<file path="config.mk">
export PLATFORM = sky130hd
export DESIGN_NAME = pfs_queue
export DESIGN_NICKNAME = d
export VERILOG_FILES = /design/src/hdl/pfs_pkg.sv /design/src/hdl/pfs_queue.sv
export SDC_FILE = /design/constraint.sdc
export NUM_CORES = 1
export LEC_CHECK = 0
export CORE_MARGIN = 8
export CORE_UTILIZATION = 40
export DETAILED_ROUTE_END_ITERATION = 8
export DONT_BUFFER_PORTS = 1
export PLACE_DENSITY = 0.65
export SETUP_SLACK_MARGIN = 0.02
export SLEW_MARGIN = 30
export SYNTH_ARGS = -nofsm -noshare
export SYNTH_HDL_FRONTEND = slang
export SYNTH_SLANG_ARGS = --single-unit
</file>
<file path="constraint.sdc">
create_clock -name clock -period 9.85 [get_ports clock]
set_clock_uncertainty 0.15 [all_clocks]
set_input_delay 1.97 -clock clock [delete_from_list [all_inputs] [get_ports clock]]
set_output_delay 1.97 -clock clock [all_outputs]
set_load 0.02 [all_outputs]
</file>
<file path="src/hdl/pfs_pkg.sv">
// ----------------------------------------------------------------------------
// pfs_pkg
// Shared types and constants of the preamble correlation frame sync block.
// ----------------------------------------------------------------------------
package pfs_pkg;

   localparam int BITS_W      = 64;   // preamble bit register
   localparam int BIT_IDX_W   = 6;    // index into preamble bit register
   localparam int LEN_W       = 7;    // preamble length register
   localparam int THR_W       = 16;   // threshold register
   localparam int POS_W       = 32;   // symbol position
   localparam int CSR_IDX_W   = 8;    // register index on the write channel
   localparam int CSR_DATA_W  = 64;
   localparam int NORM_SHIFT  = 30;   // Q1.15 squared scale
   localparam int QUEUE_DEPTH = 2;

   localparam logic [CSR_IDX_W-1:0] CSR_PREAMBLE_BITS = 8'd0;
   localparam logic [CSR_IDX_W-1:0] CSR_PREAMBLE_LEN  = 8'd1;
   localparam logic [CSR_IDX_W-1:0] CSR_THRESHOLD     = 8'd2;

   localparam logic [LEN_W-1:0] LEN_RESET = 7'd32;
   localparam logic [THR_W-1:0] THR_RESET = 16'd26214;

   typedef struct packed {
      logic [BITS_W-1:0] bits;
      logic [LEN_W-1:0]  len;   // effective length, 1..MAX_PREAMBLE
      logic [THR_W-1:0]  thr;
   } cfg_type;

   typedef struct packed {
      logic busy;    // a window test is in progress
      logic found;   // a hit was reported since the last restart
   } back_stat_type;

   typedef enum logic [2:0] {
      ST_IDLE,
      ST_READ,
      ST_DRAIN,
      ST_SQUARE,
      ST_SCALE,
      ST_PROD,
      ST_COMPARE
   } back_state_type;

endpackage

</file>
<file path="src/hdl/pfs_queue.sv">
// ----------------------------------------------------------------------------
// pfs_queue
// Short FIFO between the intake and the correlator.
// ----------------------------------------------------------------------------
module pfs_queue #(
   parameter int WIDTH = 66
) (
   input  logic             clock,
   input  logic             reset,
   input  logic             push,
   input  logic [WIDTH-1:0] push_data,
   output logic             full,
   input  logic             pop,
   output logic [WIDTH-1:0] pop_data,
   output logic             not_empty
);
   import pfs_pkg::*;

   localparam int PW = $clog2(QUEUE_DEPTH);
   localparam int CW = $clog2(QUEUE_DEPTH + 1);

   logic [WIDTH-1:0] data_ff [QUEUE_DEPTH];
   logic [PW-1:0]    head_ff, head_in, tail_ff, tail_in;
   logic [CW-1:0]    count_ff, count_in;

   assign full      = (count_ff == CW'(QUEUE_DEPTH));
   assign not_empty = (count_ff != '0);
   assign pop_data  = data_ff[head_ff];

   always_comb begin
      head_in  = head_ff;
      tail_in  = tail_ff;
      count_in = count_ff;
      if (push) begin
         tail_in = (tail_ff == PW'(QUEUE_DEPTH - 1)) ? '0 : tail_ff + 1'b1;
      end
      if (pop) begin
         head_in = (head_ff == PW'(QUEUE_DEPTH - 1)) ? '0 : head_ff + 1'b1;
      end
      case ({push, pop})
         2'b10:   count_in = count_ff + 1'b1;
         2'b01:   count_in = count_ff - 1'b1;
         default: count_in = count_ff;
      endcase
   end

   always_ff @(posedge clock) begin
      if (reset) begin
         head_ff  <= '0;
         tail_ff  <= '0;
         count_ff <= '0;
      end else begin
         head_ff  <= head_in;
         tail_ff  <= tail_in;
         count_ff <= count_in;
      end
      if (push) begin
         data_ff[tail_ff] <= push_data;
      end
   end
endmodule

</file>
### After elaboration in Yosys (flattened, before gate mapping)

Memories as Yosys holds them, arrays and structs flattened. A register that Yosys moved wholly into a read port is not among the register bits.
Index checks and enable logic that the tools add are counted.

| storage, ports and cells | value |
|---|---|
| bits in writable memories | 132 |
| memories | 1 |
| logic and storage cells | 20 |
| output and inout port bits | 68 |
| register bits after elaboration | 4 |

Memories:

| name | words | bits a word | read ports | clocked after Yosys merged registers in | write ports | RTL line | source |
|---|---|---|---|---|---|---|---|
| data_ff | 2 | 66 | 1 | 1 | 1 | pfs_queue.sv:22 | `logic [WIDTH-1:0] data_ff [QUEUE_DEPTH];` |

| cells by class | value |
|---|---|
| equality and inequality tests | 3 |
| add/sub/neg operators | 4 |
| reduce and logical (&&, ||, !) cells | 2 |
| muxes and demuxes | 7 |

Operators with widths:

| operator | number |
|---|---|
| 1-bit 2-to-1 mux | 6 |
| 2-bit == test, second input constant | 2 |
| 2-bit one-hot mux with 2 select lines | 1 |
| 2-bit nonzero test | 2 |
| 1-bit adder, second input constant | 2 |
| 2-bit by 1-bit adder with 2-bit output, second input constant | 1 |
| 2-bit by 1-bit == test with 1-bit output, second input constant | 1 |
| 2-bit by 1-bit subtractor with 2-bit output, second input constant | 1 |

### Depth between registers and ports, before layout

Gate-level depths: netlist of run 1.

| depth | value |
|---|---|
| depth after elaboration | 4 |
| gate-level depth with buffers | 5 |

### Worst setup path before layout of run 1

No wires, ideal clock.

| path | value |
|---|---|
| path type | input to register |
| start | input port push |
| end | memory data_ff[0][0] (enable) |
| stages on the path | 2 |
| arrival | 4797 ps |
| slack | 4411 ps |
| setup time | 492 ps |
| path through | inv_1 > nor2_1 |

| between the ends | value |
|---|---|
| cells in the longest elaborated chain, start to end | 2 |

RTL lines:

| what | RTL line | source |
|---|---|---|
| start: declaration | pfs_queue.sv:10 | `input logic push,` |
| 1-bit 2-to-1 mux | pfs_queue.sv:57 | `if (push) begin` |
| 1-bit 2-to-1 mux (implied by the code) | pfs_queue.sv:58 | `data_ff[tail_ff] <= push_data;` |
| end: declaration | pfs_queue.sv:22 |  |

Every way passes these cells.

==> impl_metrics.toml, run 1 <==
[status]
status = "completed"

[logic_synthesis]
synth.ff_latch_count = 137
ys_async_sr_fraction = 0
synth_enable_flop_cells = 132
biggest_area_consumer_among_synthesized_cells = "edfxtp_1"
synth.yosys.seq_area_share = 0.8194
synthDominantCellAreaShare = 0.7992
synth_common_cells = "edfxtp_1 (132), mux2_2 (66), dfxtp_1 (5), nor2_1 (5), buf_4 (4)"
synth_nets = 298
avgSynthCellArea_um2 = 21.85
yosys-top-cells-area = "edfxtp_1 (80%), mux2_2 (15%), dfxtp_1 (2.0%)"
postSynthCellCount = 227
synth_area_um2 = 4960
synth.lib_cells_used.distinct = 16
cell_with_the_most_instances_after_synthesis = "edfxtp_1"
synthFlopType = "edfxtp_1"
synth_warnings = 0

[critical_path]
critical_path.startpoint_type = "register"
worst_path_dominant_cell_family = "flip-flops"
critical-path-slowest-cell = "dfxtp_4"
cp_slowest_stage_delay_ns = 0.92
worstPathBufferInverterCount = 0
ff2ff_setup_slack_ns = 7.68
timing.critical_path.arrival_ns = 1.88
worst-r2r-cell-count = 2
path_cells = "mux2_2"
cp_num_cells = 1
worstReg2RegStart = "tail_ff"
timing.rr.end = "data_ff[0][12]"
worstSetupPathType = "register to primary output"
timing.critical_path.fanout_max = 66
critical_path_required_ns = 7.73
worst_setup_path_endpoint = "pop_data[48]"
critical_path.endpoint_type = "primary output"

[timing]
hold_violations = 0
fmax_ghz = 0.2501
grt_setup_unrepaired = "false"
report.final.setup_viol = 0
ratio_of_final_minimum_period_to_clock_period = 0.4059
slew_violations = 0
hold_slack_ns = 0.3391
finalCriticalPeriod_ns = 3.998
max_slew_margin_vs_limit = 0.4027
postLayoutSetupSlackWorst_ns = 5.852
setup_tns_ns = 0
max_slew.worst_pin.slew_ns = 0.8959

[clock_tree]
postCtsSetupBuffers = 0
clockRootBuffer = "clkbuf_16"
h_tree_lvl_count = 4
cts-buffers-inserted = 17
number_of_hold_buffers_added_after_cts = 0
cts_tree = "done"
clock_insertion_delay_at_the_later_pin_of_the_skew_report_ns = 0.40
clkTransAtPathRegs_ns = 0.05
cts_sinks = 137
cts_max_path_buffers = 2
cts-resized-gates = 0

[run]
timing.max_cap.violations = 0

[pwr]
clkPwrFrac = 0.450
leakage_power_nw = 1.901
p_comb_frac = 0.076
vdd_drop_max_v = 0.0001198
seqPwrFrac = 0.473
power_density_nw_per_um2 = 254.2
power.share.switching = 0.2108
power.total_mw = 1.476
power_report.internal_total_mw = 1.165
switchingPower_uw = 311.2

[place]
buffer_ports.inserted = 0
gp_routability_congestion = 0.6655
dp_cells = 389
detailed_place.area_um2 = 5146
dp_hpwl_um = 5657
dp_slack_ns = 5.974

[detailed_routing]
drc = 0
ant_nets = 0
dr.first_iter.drc_count = 116
routed_wire_length_per_instance_um = 20.91
drt_wl_total_um = 8825
detail_route.vias_per_cell = 4.882
route.vias.total = 2060
detail_route.first_pass.iterations = 4

[die]
std_cell_rows = 40
num_io_pins = 138
die_h_um = 127.4
floorplan.die.width_um = 127.4
core_region_area_um2 = 12060
floorplan.die_area_um2 = 16220
floorplan.initialDensity = 0.4112

[global_route]
antenna_violations_before_repair = 0
global_route_wire_length_before_repair_um = 13070
grt-ovfl-total = 0
grt_max_degree = 67
first_global_vias = 2258
track_usage = 0.1125

[worst_hold_path]
timing.hold.worst_path_depth = 2
worst_hold_path_type = "register to register"

[layout]
post_layout_nonfiller_instances = 422
layout-drive-gt1-share = 0.4016
syn_to_final_growth_pct = 17.10
num_antenna_cells = 0
nets = 312
final_cell_area_um2 = 5808
utilization = 0.4815
==> power by group through the flow <==
stage / sequential (mW) / clock (mW) / combinational, mW
3_5_place_dp: 0.712 / 0 / 0.113
3_3_place_gp: 0.710 / 0 / 0.114
4_1_cts: 0.700 / 0.681 / 0.114
5_1_grt: 0.704 / 0.706 / 0.120
2_1_floorplan: 0.700 / 0 / 0.106
6_report: 0.699 / 0.665 / 0.113
==> cell type report <==
| class | count | area, um2 |
|---|---|---|
| inverter | 1 | 3.754 |
| timing repair buffer | 2 | 35.03 |
| sequential | 137 | 4068 |
| multi-input combinational | 82 | 857.1 |
| tap | 168 | 210.2 |
| clock inverter | 13 | 201.4 |
| fill | 996 | 6254 |
| clock buffer | 19 | 432.9 |
==> placed cells by master, fill, tap and decap left out <==
| cell | n |
|---|---|
| dfxtp_4 | 1 |
| clkbuf_16 | 17 |
| clkinvlp_4 | 2 |
| xor2_1 | 1 |
| and2_4 | 1 |
| clkbuf_1 | 2 |
| clkinv_2 | 3 |
| ha_1 | 1 |
| nor2_1 | 4 |
| bufinv_16 | 5 |
| buf_4 | 1 |
| or2_2 | 1 |
| a21oi_1 | 1 |
| inv_1 | 1 |
| clkinv_4 | 2 |
| clkinv_1 | 1 |
| dfxtp_1 | 4 |
| nor2_4 | 1 |
| xnor2_1 | 3 |
| or3_1 | 1 |
| o21ai_0 | 1 |
| edfxtp_1 | 132 |
| and2b_2 | 1 |
| mux2_2 | 66 |
| buf_16 | 1 |
==> metal layers <==
layer | GRT usage | routed length [um] | vias to the layer above
met2 | 0.1755 | 4294 | 104
met4 | 0.05318 | 166 | 0
met1 | 0.1079 | 3067 | 1025
li1 | - | - | 918
met5 | 0 | 0 | -
met3 | 0.08569 | 1296 | 13
==> state kept, by name, summed over array words and instances, names as in the netlist, named ones only <==
register	count
data_ff	132
count_ff	2
head_ff	1
tail_ff	1
==> worst min path at each step <==
| stage | slack [ns] | startpoint | end |
|---|---|---|---|
| final | 0.34 | count_ff[1] | count_ff[1] |
| after global routing | 0.41 | count_ff[1] | count_ff[1] |
| after CTS | 0.34 | count_ff[1] | count_ff[1] |
| after detailed placement | 0.33 | count_ff[1] | count_ff[1] |
| after global placement | 0.32 | count_ff[1] | count_ff[1] |
| after floorplan | 0.31 | count_ff[1] | count_ff[1] |
==> kinds of logic after synthesis <==
| group | count (synthesis) | share of synthesized area |
|---|---|---|
| XOR/XNOR | 4 | 0.007065 |
| buffers and inverters | 8 | 0.009837 |
| adder cells (fa/ha/maj) | 1 | 0.002522 |
| multiplexers | 66 | 0.1498 |
| AND/OR/NAND/NOR | 9 | 0.009337 |
| flip-flops | 137 | 0.8194 |
| AO/OA/AOI/OAI | 2 | 0.002016 |
No activity file was read; power rests on OpenSTA's default activity.
==> run 2, diff against run 1 <==
Clock period 9.85 ns to 3.87 ns, I/O delays scaled along.
==> run 2 against run 1 <==
Global-route usage is 0.14 points higher. Clock power rose by 140%. Hold slack worse by 0.061 ns. Sequential power increased to 2.5 times the previous value. Flip-flop and latch count unchanged. Via count increased by 0.24%. Critical path type unchanged. Highest routed layer unchanged.
==> impl_metrics.toml, run 2 (same netlist as run 1, synthesis figures left out) <==
[layout]
nets = 313
layout.cells.most_common = "edfxtp_1"
max_flop_register = "data_ff"
largest_register_ffs = 132
final_cell_area_um2 = 5757
layout-drive-gt1-share = 0.3961
num_antenna_cells = 0
syn_to_final_growth_pct = 16.07
commonest_cells_after_routing_fill_and_taps_aside = "edfxtp_1 (132), mux2_2 (66), clkbuf_16 (17)"
layout.filler_cells = 999
biggestRegsByFlops = "data_ff (132), count_ff (2)"

[pwr]
leakage_power_nw = 1.879
vdd_drop_max_v = 0.0002603
power_density_nw_per_um2 = 631.4

[detailed_routing]
ant_nets = 0
detail_route.first_pass.iterations = 4
route.vias.total = 2065
drt_wl_total_um = 9140
detail_route.vias_per_cell = 4.882
routed_wire_length_per_instance_um = 21.61
drc = 0
dr.first_iter.drc_count = 117

[clock_tree]
postCtsSetupBuffers = 0
clkTransAtPathRegs_ns = 0.05
cts_tree = "done"
cts_sinks = 137
cts-buffers-inserted = 17
h_tree_lvl_count = 4
cts-resized-gates = 0
clock_insertion_delay_at_the_later_pin_of_the_skew_report_ns = 0.40
number_of_hold_buffers_added_after_cts = 0
cts_max_path_buffers = 2
clockRootBuffer = "clkbuf_16"

[status]
status = "completed"

[place]
detailed_place.area_um2 = 5154
gp_routability_congestion = 0.6714
dp_hpwl_um = 5758
buffer_ports.inserted = 0

[global_route]
antenna_violations_before_repair = 0
grt_max_degree = 67
global_route_wire_length_before_repair_um = 13340
track_usage = 0.1139
grt-ovfl-total = 0
first_global_vias = 2255

[run]
timing.max_cap.violations = 0

[timing]
max_slew.worst_pin.slew_ns = 0.8842
report.final.setup_viol = 0
slew_violations = 0
ratio_of_final_minimum_period_to_clock_period = 0.7194
fmax_ghz = 0.3592
setup_tns_ns = 0
max_slew_margin_vs_limit = 0.4105
finalCriticalPeriod_ns = 2.784
hold_violations = 0
grt_setup_unrepaired = "false"

[critical_path]
worstPathBufferInverterCount = 0
timing.critical_path.fanout_max = 66
critical-path-slowest-cell = "dfxtp_4"
path_cells = "mux2_2"
critical_path.startpoint_type = "register"
cp_num_cells = 1
timing.critical_path.arrival_ns = 1.86
worstSetupPathType = "register to primary output"
critical_path_required_ns = 2.95
cp_slowest_stage_delay_ns = 0.92
worst_path_dominant_cell_family = "flip-flops"
critical_path.endpoint_type = "primary output"
worst-r2r-cell-count = 2

[die]
std_cell_rows = 40
core_region_area_um2 = 12060
die_h_um = 127.4
num_io_pins = 138
floorplan.die.width_um = 127.4
floorplan.initialDensity = 0.4112
floorplan.die_area_um2 = 16220

[worst_hold_path]
worst_hold_path_type = "input pin to register"
timing.hold.worst_path_depth = 1
run 2: cell type report:
class	count	area, um2	area share
Clock buffer	23	457.9	0.07955
Clock inverter	9	125.1	0.02173
Timing Repair Buffer	3	35.03	0.006086
Sequential cell	137	4068	0.7066
Multi-Input combinational cell	82	857.1	0.1489
Tap cell	168	210.2	0.03651
Inverter	1	3.754	0.0006520
run 2: worst paths after layout:
check,startpoint,end,slack [ns]
setup reg to reg,tail_ff,data_ff[1][10],2.24
setup / recovery,register,pop_data[38],1.09
hold reg to reg,head_ff,register,0.37
hold / removal,reset,register,0.28
run 2: power by group:
group | switching (mW) | internal [mW] | leakage [nW] | total, mW
logic | 0.191 | 0.0965 | 0.317 | 0.287
registers | 0.0481 | 1.73 | 1.28 | 1.78
clock network | 0.543 | 1.02 | 0.281 | 1.57
run 2: metrics by stage:
stage               total power, mW    util  hold WS (ns)  instances  setup WS [ns]
global placement              2.095  0.4273        0.3275        390          1.516
finish                        3.635  0.4773        0.2779        423          1.086
detailed placement            2.102  0.4273        0.3443        390          1.477
global route                  3.760  0.4773        0.2645        423         0.9664
CTS                           3.687  0.4756        0.2521        422          1.024
floorplan                     2.049       -        0.3064        227         0.7713
run 2: metal layers:
metal,vias to the layer above,global-route usage,wire length [um]
met4,0,0.05738,151
met5,-,0,0
met1,1030,0.1170,3503
li1,924,-,-
met3,12,0.07529,1123
met2,99,0.1755,4361
