### config.mk
export PLATFORM = sky130hd
export DESIGN_NAME = pfs_front_flat
export DESIGN_NICKNAME = d
export VERILOG_FILES = /design/src/hdl/pfs_pkg.sv /design/src/hdl/pfs_if.sv /design/src/hdl/pfs_front.sv /design/src/flat_wrapper.sv
export SDC_FILE = /design/constraint.sdc
export NUM_CORES = 1
export LEC_CHECK = 0
export BUFFER_PORTS_ARGS = -buffer_cell sky130_fd_sc_hd__buf_2
export CORE_ASPECT_RATIO = 0.5
export CORE_MARGIN = 4
export CORE_UTILIZATION = 50
export CTS_CLUSTER_SIZE = 10
export DETAILED_ROUTE_END_ITERATION = 10
export PLACE_DENSITY = 0.82
export SLEW_MARGIN = 5
export SYNTH_ARGS = -nofsm -noshare
export SYNTH_HDL_FRONTEND = slang
export SYNTH_SLANG_ARGS = --single-unit
### constraint.sdc
create_clock -name clock -period 7.5 [get_ports clock]
set_clock_uncertainty 0.2 [all_clocks]
set_input_delay 1.5 -clock clock [delete_from_list [all_inputs] [get_ports clock]]
set_output_delay 1.5 -clock clock [all_outputs]
set_load 0.01 [all_outputs]
### src/hdl/pfs_pkg.sv
// ----------------------------------------------------------------------------
// pfs_pkg
// Shared types and constants of the preamble correlation frame sync block.
// ----------------------------------------------------------------------------
package pfs_pkg;

   localparam int BITS_W      = 64;   // preamble bit register
   localparam int BIT_IDX_W   = 6;    // index into preamble bit register
   localparam int LEN_W       = 7;    // preamble length register
   localparam int THR_W       = 16;   // threshold register
   localparam int POS_W       = 32;   // symbol position
   localparam int CSR_IDX_W   = 8;    // register index on the write channel
   localparam int CSR_DATA_W  = 64;
   localparam int NORM_SHIFT  = 30;   // Q1.15 squared scale
   localparam int QUEUE_DEPTH = 2;

   localparam logic [CSR_IDX_W-1:0] CSR_PREAMBLE_BITS = 8'd0;
   localparam logic [CSR_IDX_W-1:0] CSR_PREAMBLE_LEN  = 8'd1;
   localparam logic [CSR_IDX_W-1:0] CSR_THRESHOLD     = 8'd2;

   localparam logic [LEN_W-1:0] LEN_RESET = 7'd32;
   localparam logic [THR_W-1:0] THR_RESET = 16'd26214;

   typedef struct packed {
      logic [BITS_W-1:0] bits;
      logic [LEN_W-1:0]  len;   // effective length, 1..MAX_PREAMBLE
      logic [THR_W-1:0]  thr;
   } cfg_type;

   typedef struct packed {
      logic busy;    // a window test is in progress
      logic found;   // a hit was reported since the last restart
   } back_stat_type;

   typedef enum logic [2:0] {
      ST_IDLE,
      ST_READ,
      ST_DRAIN,
      ST_SQUARE,
      ST_SCALE,
      ST_PROD,
      ST_COMPARE
   } back_state_type;

endpackage

### src/hdl/pfs_if.sv
// ----------------------------------------------------------------------------
// pfs channel interfaces
// Symbol input, result output and register write channels.
// ----------------------------------------------------------------------------
interface pfs_req_if #(parameter int SAMPLE_BITS = 16);
   logic                          valid;
   logic                          ready;
   logic signed [SAMPLE_BITS-1:0] sample_i;
   logic signed [SAMPLE_BITS-1:0] sample_q;
   logic                          restart;

   modport source (output valid, sample_i, sample_q, restart, input ready);
   modport sink   (input valid, sample_i, sample_q, restart, output ready);
endinterface


### src/hdl/pfs_front.sv
// ----------------------------------------------------------------------------
// pfs_front
// Symbol intake: keeps the position count and flags windows due for a test.
// ----------------------------------------------------------------------------
module pfs_front #(
   parameter int SAMPLE_BITS = 16
) (
   input  logic                          clock,
   input  logic                          reset,
   pfs_req_if.sink                       req_if,
   input  logic [pfs_pkg::LEN_W-1:0]     len_eff,
   input  logic                          q_full,
   output logic                          q_push,
   output logic [2*SAMPLE_BITS+pfs_pkg::POS_W+1:0] q_data
);
   import pfs_pkg::*;

   logic [POS_W-1:0] count_ff, count_in;
   logic             eligible;

   assign req_if.ready = !q_full;
   assign q_push       = req_if.valid && !q_full;

   always_comb begin
      if (req_if.restart) begin
         count_in = POS_W'(1);
      end else if (count_ff == '1) begin
         count_in = count_ff;
      end else begin
         count_in = count_ff + 1'b1;
      end
   end

   // enough symbols since restart to fill the window
   assign eligible = (count_in >= POS_W'(len_eff));

   assign q_data = {req_if.sample_i, req_if.sample_q, count_in, req_if.restart, eligible};

   always_ff @(posedge clock) begin
      if (reset) begin
         count_ff <= '0;
      end else if (q_push) begin
         count_ff <= count_in;
      end
   end
endmodule

### src/flat_wrapper.sv
// flat-port wrapper written by rule: the top's interface ports become plain ports
module pfs_front_flat import pfs_pkg::*;
#(
   parameter int SAMPLE_BITS = 16
)
  (clock, reset, len_eff, q_full, q_push, q_data, req_if_valid, req_if_sample_i, req_if_sample_q, req_if_restart, req_if_ready);
  pfs_req_if #(.SAMPLE_BITS(SAMPLE_BITS)) req_if_i ();
  input  logic clock;
  input  logic reset;
  input  logic [pfs_pkg::LEN_W-1:0] len_eff;
  input  logic q_full;
  output logic q_push;
  output logic [2*SAMPLE_BITS+pfs_pkg::POS_W+1:0] q_data;
  input wire logic [$bits(req_if_i.valid)-1:0] req_if_valid;
  input wire logic [$bits(req_if_i.sample_i)-1:0] req_if_sample_i;
  input wire logic [$bits(req_if_i.sample_q)-1:0] req_if_sample_q;
  input wire logic [$bits(req_if_i.restart)-1:0] req_if_restart;
  output wire logic [$bits(req_if_i.ready)-1:0] req_if_ready;
  assign req_if_i.valid = req_if_valid;
  assign req_if_i.sample_i = req_if_sample_i;
  assign req_if_i.sample_q = req_if_sample_q;
  assign req_if_i.restart = req_if_restart;
  assign req_if_ready = req_if_i.ready;
  pfs_front #(.SAMPLE_BITS(SAMPLE_BITS)) u_core (.clock(clock), .reset(reset), .req_if(req_if_i), .len_eff(len_eff), .q_full(q_full), .q_push(q_push), .q_data(q_data));
endmodule
* Yosys cells after proc, flatten, opt, wreduce, memory -nomap -nowiden
Index checks and enable logic that the tools add are counted.
Operators by class: reduce and logical (&&, ||, !) cells 2, muxes and demuxes 2, equality and inequality tests 1, $lt $le $gt $ge 1, add/sub/neg operators 1
Operator list (count):
- two-way mux 32 bit | 2
- adder 32 x 1 -> 32 bit, second input constant | 1
- equality test 32 bit, second input constant | 1
- greater-or-equal comparator 32 x 7 -> 1 bit | 1
- logical AND 1 bit | 1
- zero test 1 bit | 1
Word-level totals: logic and storage cells 8, register bits after elaboration 32, input bits 44

* Depth between registers and ports, before layout
Gate-level depths: netlist of the first run.
depth in word-level cells 4, gate-level depth with buffers 16

* Worst setup path before layout of the first run
Ideal clock, no wire load.
path type in2out, from input port req_if_restart, to output port q_data[0] (netlist name), setup slack 1.213 ns, stages 13, arrival 4.587 ns, path buffers 5, cells stage by stage clkbuf_1 > buf_1 > clkbuf_1 > clkbuf_1 > a21oi_1 > ha_1 > a221oi_1 > o21ai_0 > a211o_1 > or4_1 > nor4b_2 > nand4_1 > buf_4
On the way: longest elaborated chain between the ends 2
RTL lines:
- start, declared | RTL line flat_wrapper.sv:17 | input wire logic [$bits(req_if_i.restart)-1:0] req_if_restart;
- two-way mux 32 bit | RTL line pfs_front.sv:25 | if (req_if.restart) begin
- named net q_data, one bit | RTL line flat_wrapper.sv:13 | output logic [2*SAMPLE_BITS+pfs_pkg::POS_W+1:0] q_data;
- greater-or-equal comparator 32 x 7 -> 1 bit | RTL line pfs_front.sv:35 | assign eligible = (count_in >= POS_W'(len_eff));
- end, declared | RTL line flat_wrapper.sv:13
The timed path passes the listed nets, and every way through them passes these cells.

* Worst setup path after layout of the first run
from register u_core.count_ff[24], to output port q_data[0] (netlist name)
On the way: longest elaborated chain between the ends 4
RTL lines:
- start, declared | RTL line pfs_front.sv:18 | logic [POS_W-1:0] count_ff, count_in;
- start signal, assigned | RTL line pfs_front.sv:43 | count_ff <= count_in;
- adder 32 x 1 -> 32 bit / equality test 32 bit (equally long branches) | RTL line pfs_front.sv:30, pfs_front.sv:27
- two-way mux 32 bit * | RTL line pfs_front.sv:27 | end else if (count_ff == '1) begin
- two-way mux 32 bit * | RTL line pfs_front.sv:25
- greater-or-equal comparator 32 x 7 -> 1 bit * | RTL line pfs_front.sv:35
Every way passes the cells marked *; elsewhere a longest branch is shown, timed or not.

==> impl_metrics.yaml, run 1 <==
status:
  status: "finished clean"
finish:
  final_common_cell: "nand2_1"
  instances_no_fill: 474
  final_cell_mix: "nand2_1 (74), a21oi_1 (50), buf_2 (47)"
  postLayoutCoreUtil_pct: 54.9
  top_register: "u_core.count_ff"
  fin_nets: 452
  fin_area_um2: 3010
  layout-drive-gt1-share_pct: 19.5
  top_regs: "u_core.count_ff x32"
  area_growth_pct: 6.31
  antennaDiodeCount: 0
  largest_reg_flops: 32
timing:
  fin_tns_setup_ns: 0
  worst_hold_slack_ns: 0.309
  setup_violations: 0
  timing.slew.headroom_pct: 54.7
  period_needed_ns: 6.12
  hold_viol: 0
  finalCritPeriodShare_pct: 81.6
  rsz0062_at_grt: "false"
  fmax_mhz: 163
  fin_ws_ns: 1.38
  tightest_slew_ns: 0.662
  drv_slew: 0
clocking:
  cts_made_buffers: 5
  cts_buffer_depth: 2
  h-tree-depth: 2
  insertion_delay_ns: 0.28
  root_buffer: "clkbuf_16"
  cts_setup_buffers: 0
  clk_pin_slew_ns: 0.05
  ctsResizeCount: 0
  holdBufCountCts: 0
  clock-sinks: 32
  cts_tree: "built"
logic_synthesis:
  async_reset_ff_share_pct: 0
  synth_cell_types: 50
  synth_warnings: 0
  syn-cell-area_um2: 2830
  synthTopCellsByArea: "dfxtp_1 (23%), nand2_1 (9.8%), buf_4 (9.3%)"
  yosysTopAreaCellShare_pct: 22.6
  postSynthCellCount: 401
  synth-seq-cells: 32
  synth_top_area_cell: "dfxtp_1"
  ys_seq_area_share_pct: 22.6
  syn_area_per_cell_um2: 7.07
  ys.flop_type: "dfxtp_1"
  syn_nets: 453
  synth_edf_count: 0
placement:
  place_area_um2: 2830
  dpl_worst_slack_ns: 1.78
  place_inst: 466
  gp_congestion: 0.937
  post-dp-hpwl_mm: 5.49
  io_buffers: 47
worst_hold_path:
  hp-class: "reg2reg"
worst_setup_path:
  path_class: "reg2out"
  cpMostUsedCell: "nand4_1"
  r2r_slack_ns: 4.80
  cpPeakStageDelay_ns: 0.59
  required_ns: 5.80
  worst-path-buf-inv: 1
  worst_path_max_delay_cell: "nor4_2"
  cp-start-kind: "register"
  critPathMaxFanout: 9
  worstSetupEndpointType: "output pin"
  cpLargestDelayFamily: "simple AND/OR/NAND/NOR gates"
  crit_chain: "nand4_1, or2_2, nor4_2, o31ai_1, a21oi_1, ha_1, a221oi_1, o21ai_0, a211o_1, or4_1, nor4b_2, nand4_1, buf_2"
  critPathArrivalTime_ns: 4.42
floorplanning:
  dieArea_um2: 7010
  rows: 19
  die_h_um: 61.2
  ios: 112
  coreArea_um2: 5490
  initial_core_util_pct: 51.6
  die_x_um: 114
detailed_routing:
  wire_per_inst_um: 16.6
  vias: 2957
  dr.pass1.iters: 5
  final_antenna_net_count: 0
  vias_per_cell: 6.24
  drt-total-wl_mm: 7.85
  drt-initial-drc-count: 308
  drc_errors: 0
global_route:
  grt_max_degree: 37
  grt_pass1_vias: 2435
  grt_use_total_pct: 22.5
  grt_pass1_wl_mm: 12.5
  gr-total-overflow: 0
  antenna_found_initial: 0
pwr:
  cellLeakagePower_nw: 1.11
  powerDensity_nw_per_um2: 149
  totalPowerFinal_mw: 0.449
  vdd_drop_max_mv: 0.0814
flow_run:
  maxCapViolCount: 0
-- cells by family (layout without fill, tap and decap cells) --
logic type               count (synthesis)  in the layout  synth area share (%)
AND/OR/NAND/NOR                        184            184                  34.4
XOR/XNOR                                10             10                  3.09
multiplexers                             6              6                  2.47
adder cells (fa/ha/maj)                  8              8                  3.53
buffers and inverters                   73             73                  14.6
AO/OA/AOI/OAI                           88             88                  19.3
flip-flops                              32             32                  22.6
-- per-layer routing --
metal / vias up / share of wire, % / track usage [%]
li1: 1414 / - / -
met1: 1324 / 44 / 31.7
met2: 190 / 41 / 33.7
met3: 29 / 13 / 5.30
met4: 0 / 2.2 / 8.29
met5: - / 0 / 0
-- synthesized netlist by cell type, types with 4 or more instances --
cell type  count
mux2_2         4
a31oi_1        5
xnor2_1        7
and4_1         7
nor3_1         6
ha_1           8
clkbuf_1      15
or4_1         10
buf_2          6
inv_1         14
nand4_1       17
nor2_1        25
dfxtp_1       32
buf_4         35
a311oi_1       4
nand2_1       74
nor2b_1        6
o31ai_1        7
a211oi_1       5
a21oi_1       50
nand3_1       13
nor4_1         5
o21ai_0        6
or3_1          4
-- power breakdown --
group	internal, mW	total (mW)	leakage, nW	switching, mW
combinational	0.00764	0.0256	0.758	0.0180
sequential	0.171	0.171	0.258	0.000755
clock	0.175	0.252	0.0901	0.0769
-- cell type report --
cell class / count / area, um2
Multi-Input combinational cell: 296 / 1780
Tap cell: 73 / 91.3
Clock buffer: 7 / 153
Clock inverter: 1 / 30.0
Fill cell: 508 / 2480
Sequential cell: 32 / 641
Inverter: 14 / 52.6
Timing Repair Buffer: 51 / 265
-- final timing paths --
| path | startpoint | to | cells after the start |
|---|---|---|---|
| worst max-delay path | u_core.count_ff[24] | q_data[0] | 13 |
| worst min register to register | u_core.count_ff[6] | u_core.count_ff[6] | 2 |
| worst max register to register | u_core.count_ff[11] | u_core.count_ff[31] | 7 |
| worst min-delay path | u_core.count_ff[6] | u_core.count_ff[6] | 2 |
-- worst register-to-register path, delay by kind of cell, from the launching register on --
family	cells	cell delay, ns
AO/OA/AOI/OAI	3	0.66
AND/OR/NAND/NOR	4	1.27
flip-flops	1	0.49
Power figures use the tool's default switching activity.
==> run 2, diff against run 1 <==
Settings changed: CORE_UTILIZATION 50 to 45, PLACE_DENSITY 0.82 to 0.78.
Clock period 7.5 ns to 5.1 ns, I/O delays scaled along.
==> run 2 against run 1 <==
  * Final cell count is 8.0% higher
  * Flip-flop and latch count stayed put
  * Clock power is 13% higher
  * Non-clock buffer count is 24 higher
  * Die area is 10% higher
  * Combinational power is 67% higher
  * Worst setup slack worse by 1.3 ns
  * Sequential share of layout area is 1.5 points lower
  * Via count is 5.9% higher
  * Sequential power is 47% higher
  * Critical path type unchanged
  * Largest cell class unchanged
==> impl_metrics.yaml, run 2 (synthesis results as in run 1) <==
status:
  status: "finished clean"
timing:
  hold_viol: 0
  tightest_slew_ns: 0.613
  fin_ws_ns: 0.0869
  finalCritPeriodShare_pct: 98.3
  rsz0062_at_grt: "true"
  timing.slew.headroom_pct: 59.1
  fmax_mhz: 199
  drv_slew: 0
  period_needed_ns: 5.01
  setup_violations: 0
clocking:
  cts_made_buffers: 5
  clock-sinks: 32
  holdBufCountCts: 0
  h-tree-depth: 2
  root_buffer: "clkbuf_16"
  clk_pin_slew_ns: 0.05
  insertion_delay_ns: 0.28
  cts_buffer_depth: 2
  cts_tree: "built"
detailed_routing:
  vias_per_cell: 6.11
  dr.pass1.iters: 8
  drt-total-wl_mm: 8.76
  final_antenna_net_count: 0
  vias: 3130
  wire_per_inst_um: 17.1
  drc_errors: 0
  drt-initial-drc-count: 356
worst_setup_path:
  critPathMaxFanout: 8
  worstSetupEndpointType: "output pin"
  path_class: "reg2out"
  cpPeakStageDelay_ns: 0.44
  cp-start-kind: "register"
  required_ns: 3.88
  critPathArrivalTime_ns: 3.79
  worst_path_max_delay_cell: "or4_4"
  crit_chain: "ha_4, and3_4, nand2_2, nor4_2, buf_4, or4_4, a21oi_4, ha_4, a221oi_2, o21ai_1, a211o_1, or4_4, nor4b_4, nand4_1, buf_2"
floorplanning:
  dieArea_um2: 7710
  die_h_um: 64.1
  coreArea_um2: 6080
  initial_core_util_pct: 46.6
  die_x_um: 120
  rows: 20
  ios: 112
global_route:
  antenna_found_initial: 0
  gr-total-overflow: 0
  grt_max_degree: 35
  grt_pass1_wl_mm: 13.8
  grtUsageMet1_pct: 31.7
  top_usage_layer: "met2"
  grt_util_met2_pct: 32.1
  grt_pass1_vias: 2699
  grt_use_total_pct: 22.1
  gr-usage-met3_pct: 5.84
finish:
  fill_cells: 558
  area_growth_pct: 15.5
  instances_no_fill: 512
  layout-drive-gt1-share_pct: 28.3
  antennaDiodeCount: 0
  final_common_cell: "nand2_1"
  largest_reg_flops: 32
  top_register: "u_core.count_ff"
  fin_nets: 476
  top_regs: "u_core.count_ff x32"
  final_cell_mix: "nand2_1 (73), a21oi_1 (48), buf_2 (47)"
flow_run:
  maxCapViolCount: 0
pwr:
  powerDensity_nw_per_um2: 178
  vdd_drop_max_mv: 0.119
  cellLeakagePower_nw: 1.22
placement:
  io_buffers: 47
  place_inst: 500
  dpl_worst_slack_ns: 0.167
  post-dp-hpwl_mm: 6.13
  gp_congestion: 0.995
worst_hold_path:
  hp-class: "reg2reg"
## run 2: final cells by class
type	count	area [um2]	area share (%)
clock buffers	6	129	3.94
inverters	14	52.6	1.61
clock inverters	1	5.00	0.153
flip-flops and latches	32	648	19.8
well taps	88	110	3.37
multi-input cells	296	1880	57.5
repair buffers	75	445	13.6
## run 2: repair_timing
action | 4_1_cts | 5_1_grt
setup endpoints to repair | 1 | 1
cloned | 0 | 0
resized for setup | 7 | 21
buffers inserted | 1 | 4
pin swaps | 2 | 8
## run 2: final timing paths
check	start	cells after the start	slack, ns	end
min reg2reg	u_core.count_ff[26]	2	0.29	u_core.count_ff[26]
max	u_core.count_ff[1]	15	0.09	q_data[0]
max reg2reg	u_core.count_ff[10]	9	2.32	u_core.count_ff[31]
min	u_core.count_ff[26]	2	0.29	u_core.count_ff[26]
## run 2: layer usage
layer,vias to the layer above,wire [um]
met5,-,0
met4,0,157
met3,26,896
met2,197,3860
met1,1450,3840
li1,1457,-
## run 2: where the power goes
part / total (mW) / switching (mW) / internal [mW]
Clock: 0.286 / 0.109 / 0.177
Sequential: 0.252 / 0.000858 / 0.251
Combinational: 0.0428 / 0.0293 / 0.0135
## run 2: through the flow
step                hold slack [ns]  TNS [ns]  total power, mW  util [%]  area [um2]
finish                        0.293         0            0.581      53.8        3270
global route                  0.320    -0.103            0.604      53.8        3270
CTS                           0.292         0            0.578      51.9        3150
detailed placement            0.297         0            0.297      49.2        2990
global placement              0.286         0            0.296      49.2        2990
floorplan                     0.258         0            0.308         -        2840
## run 2: critical path, delay by kind of cell (launching register included)
kind / cells / cell delay [ns]
AO/OA/AOI/OAI: 4 / 0.83
adder cells (fa/ha/maj): 2 / 0.42
buffers and inverters: 2 / 0.33
flip-flops: 1 / 0.35
AND/OR/NAND/NOR: 7 / 1.58
==> run 3, diff against run 2 <==
Settings changed: ABC_AREA set to 1, PLACE_DENSITY 0.78 to 0.77.
==> run 3 against run 2 <==
  * Largest cell class unchanged
  * Power rose by 20%
  * Clock power up 6%
  * Utilization decreased by 3.1 points
==> impl_metrics.yaml, run 3 <==
floorplanning:
  die_h_um: 65.6
  die_x_um: 123
  rows: 20
  initial_core_util_pct: 47.8
  coreArea_um2: 6260
  ios: 112
  dieArea_um2: 8090
worst_setup_path:
  cp-start-kind: "register"
  worstSetupEndpointType: "output pin"
  reg2reg_depth: 9
  critPathMaxFanout: 9
  r2r_start: "u_core.count_ff[0]"
  cpPeakStageDelay_ns: 0.42
  cpMostUsedCell: "nand2_1"
  cpLargestDelayFamily: "simple AND/OR/NAND/NOR gates"
  r2r_slack_ns: 2.82
  path_class: "reg2out"
  reg2reg_to: "u_core.count_ff[5]"
  required_ns: 3.88
  crit_chain: "ha_1, inv_2, nor2_4, nand2_4, nor2_8, nand3_4, o211ai_1, inv_1, ha_1, nand2_1, nand3_1, nand2_1, nand2_1, nand2_1, nand2_1, nand2_1, a21boi_0, nor2_1, nand2_1, nor2_1, nand2_1, buf_2"
  worst-path-buf-inv: 3
  critPathArrivalTime_ns: 3.31
  worst_path_max_delay_cell: "dfxtp_1"
detailed_routing:
  final_antenna_net_count: 0
  drt-initial-drc-count: 221
  wire_per_inst_um: 13.4
  vias_per_cell: 5.17
  dr.pass1.iters: 5
  vias: 3156
  drt-total-wl_mm: 8.21
  drc_errors: 0
timing:
  fmax_mhz: 221
  rsz0062_at_grt: "false"
  drv_slew: 0
  tightest_slew_ns: 0.800
  finalCritPeriodShare_pct: 88.9
  timing.slew.headroom_pct: 46.6
  period_needed_ns: 4.53
  fin_tns_setup_ns: 0
  setup_violations: 0
  hold_viol: 0
pwr:
  seq_power_share_pct: 41.2
  power_frac_comb_pct: 15.8
  switching_share_pct: 28.4
  clkPwrFrac_pct: 43.1
  vdd_drop_max_mv: 0.100
  cellLeakagePower_nw: 1.67
  switching_power_mw: 0.199
  intPower_mw: 0.501
  powerDensity_nw_per_um2: 221
  totalPowerFinal_mw: 0.700
finish:
  area_growth_pct: 6.07
  layout-drive-gt1-share_pct: 16.3
  antennaDiodeCount: 0
  final_common_cell: "nand2_1"
  top_register: "u_core.count_ff"
  final_cell_mix: "nand2_1 (141), inv_1 (70), nor2_1 (57)"
  largest_reg_flops: 32
  instances_no_fill: 611
  top_regs: "u_core.count_ff x32"
  fin_nets: 574
logic_synthesis:
  synth_top_area_cell: "dfxtp_1"
  synth.most_common_cell: "nand2_1"
  synth_warnings: 0
  yosysTopAreaCellShare_pct: 21.4
  postSynthCellCount: 515
  syn_nets: 567
  async_reset_ff_share_pct: 0
  synthTopCellsByArea: "dfxtp_1 (21%), nand2_1 (18%), inv_1 (8.8%)"
  ys_seq_area_share_pct: 21.4
  synth_commonest_cells: "nand2_1 (141), inv_1 (70), nor2_1 (58)"
  synth_edf_count: 0
  syn-cell-area_um2: 2990
  syn_area_per_cell_um2: 5.80
  ys.flop_type: "dfxtp_1"
  synth_cell_types: 34
  synth-seq-cells: 32
clocking:
  clock-sinks: 32
  insertion_delay_ns: 0.28
  cts_tree: "built"
  h-tree-depth: 2
  cts_buffer_depth: 2
  cts_made_buffers: 5
  cts_setup_buffers: 0
  holdBufCountCts: 0
  clk_pin_slew_ns: 0.05
  ctsResizeCount: 0
  root_buffer: "clkbuf_16"
global_route:
  grt_use_total_pct: 20.9
  grt_max_degree: 66
  gr-total-overflow: 0
  antenna_found_initial: 0
  grt_pass1_wl_mm: 13.3
  grt_pass1_vias: 2775
placement:
  place_inst: 603
  gp_congestion: 0.985
  post-dp-hpwl_mm: 6.29
  io_buffers: 47
status:
  status: "finished clean"
worst_hold_path:
  hp-class: "reg2reg"
  hold_start: "u_core.count_ff[28]"
  hold_path_end: "u_core.count_ff[28]"
  hold_path_depth: 2
flow_run:
  maxCapViolCount: 0
[run 3: cell count changes after synthesis, moves of 7 or more]
cell     previous run  this run
inv_2               0         7
nand4_1            17         2
nand2_1            74       141
nor2_1             25        58
nand3_1            13        38
or4_1              10         0
o21ai_0             6        39
inv_1              14        70
o31ai_1             7         0
and4_1              7         0
a21oi_1            50        36
[run 3: cell families after synthesis]
logic type      share of synthesized area [%]
flops                                    21.4
simple gates                             39.6
fa+ha+maj                                3.35
xor+xnor                                0.879
compound gates                           14.1
buf+inv                                  20.6
[run 3: layout make-up]
cell class	instances	area, um2
fill	682	3090
multi-input combinational	358	1740
sequential	32	641
inverter	77	289
timing repair buffer	48	243
clock buffer	8	146
tap	88	110
[run 3: layer usage]
metal	up-vias	GRT usage, %	part of all wire (%)
met1	1404	30.4	47
met3	18	3.18	11
met2	138	31.3	40
li1	1596	-	-
met4	0	7.03	1.4
met5	-	0	0
[run 3: how the worst max path moves through the flow]
stage	cells after the start	from	slack, ns	end
2_1_floorplan	22	u_core.count_ff[0]	1.23	q_data[0]
3_3_place_gp	18	req_if_restart	0.87	q_data[0]
3_5_place_dp	18	req_if_restart	0.84	q_data[0]
4_1_cts	22	u_core.count_ff[0]	0.57	q_data[0]
5_1_grt	21	u_core.count_ff[0]	0.22	q_data[0]
6_report	22	u_core.count_ff[0]	0.57	q_data[0]
[run 3: tightest hold or removal path, stage by stage (launching register included)]
cell	delay, ns
dfxtp_1	0.32
o21ai_0	0.17
a21oi_1	0.05
[run 3: metrics by stage]
stage	hold WS, ns	utilization [%]	cell area (um2)	setup slack, ns
2_1_floorplan	0.335	-	2990	1.23
3_3_place_gp	0.374	48.3	3020	0.868
3_5_place_dp	0.373	48.3	3020	0.835
4_1_cts	0.390	50.7	3170	0.567
5_1_grt	0.450	50.7	3170	0.223
6_report	0.397	50.7	3170	0.568
[run 3: power by group through the flow]
stage          combinational (mW)  clock (mW)  sequential [mW]
2_1_floorplan               0.106           0            0.285
3_3_place_gp                0.108           0            0.292
3_5_place_dp                0.110           0            0.292
4_1_cts                     0.111       0.306            0.287
5_1_grt                     0.127       0.320            0.290
6_report                    0.110       0.302            0.288
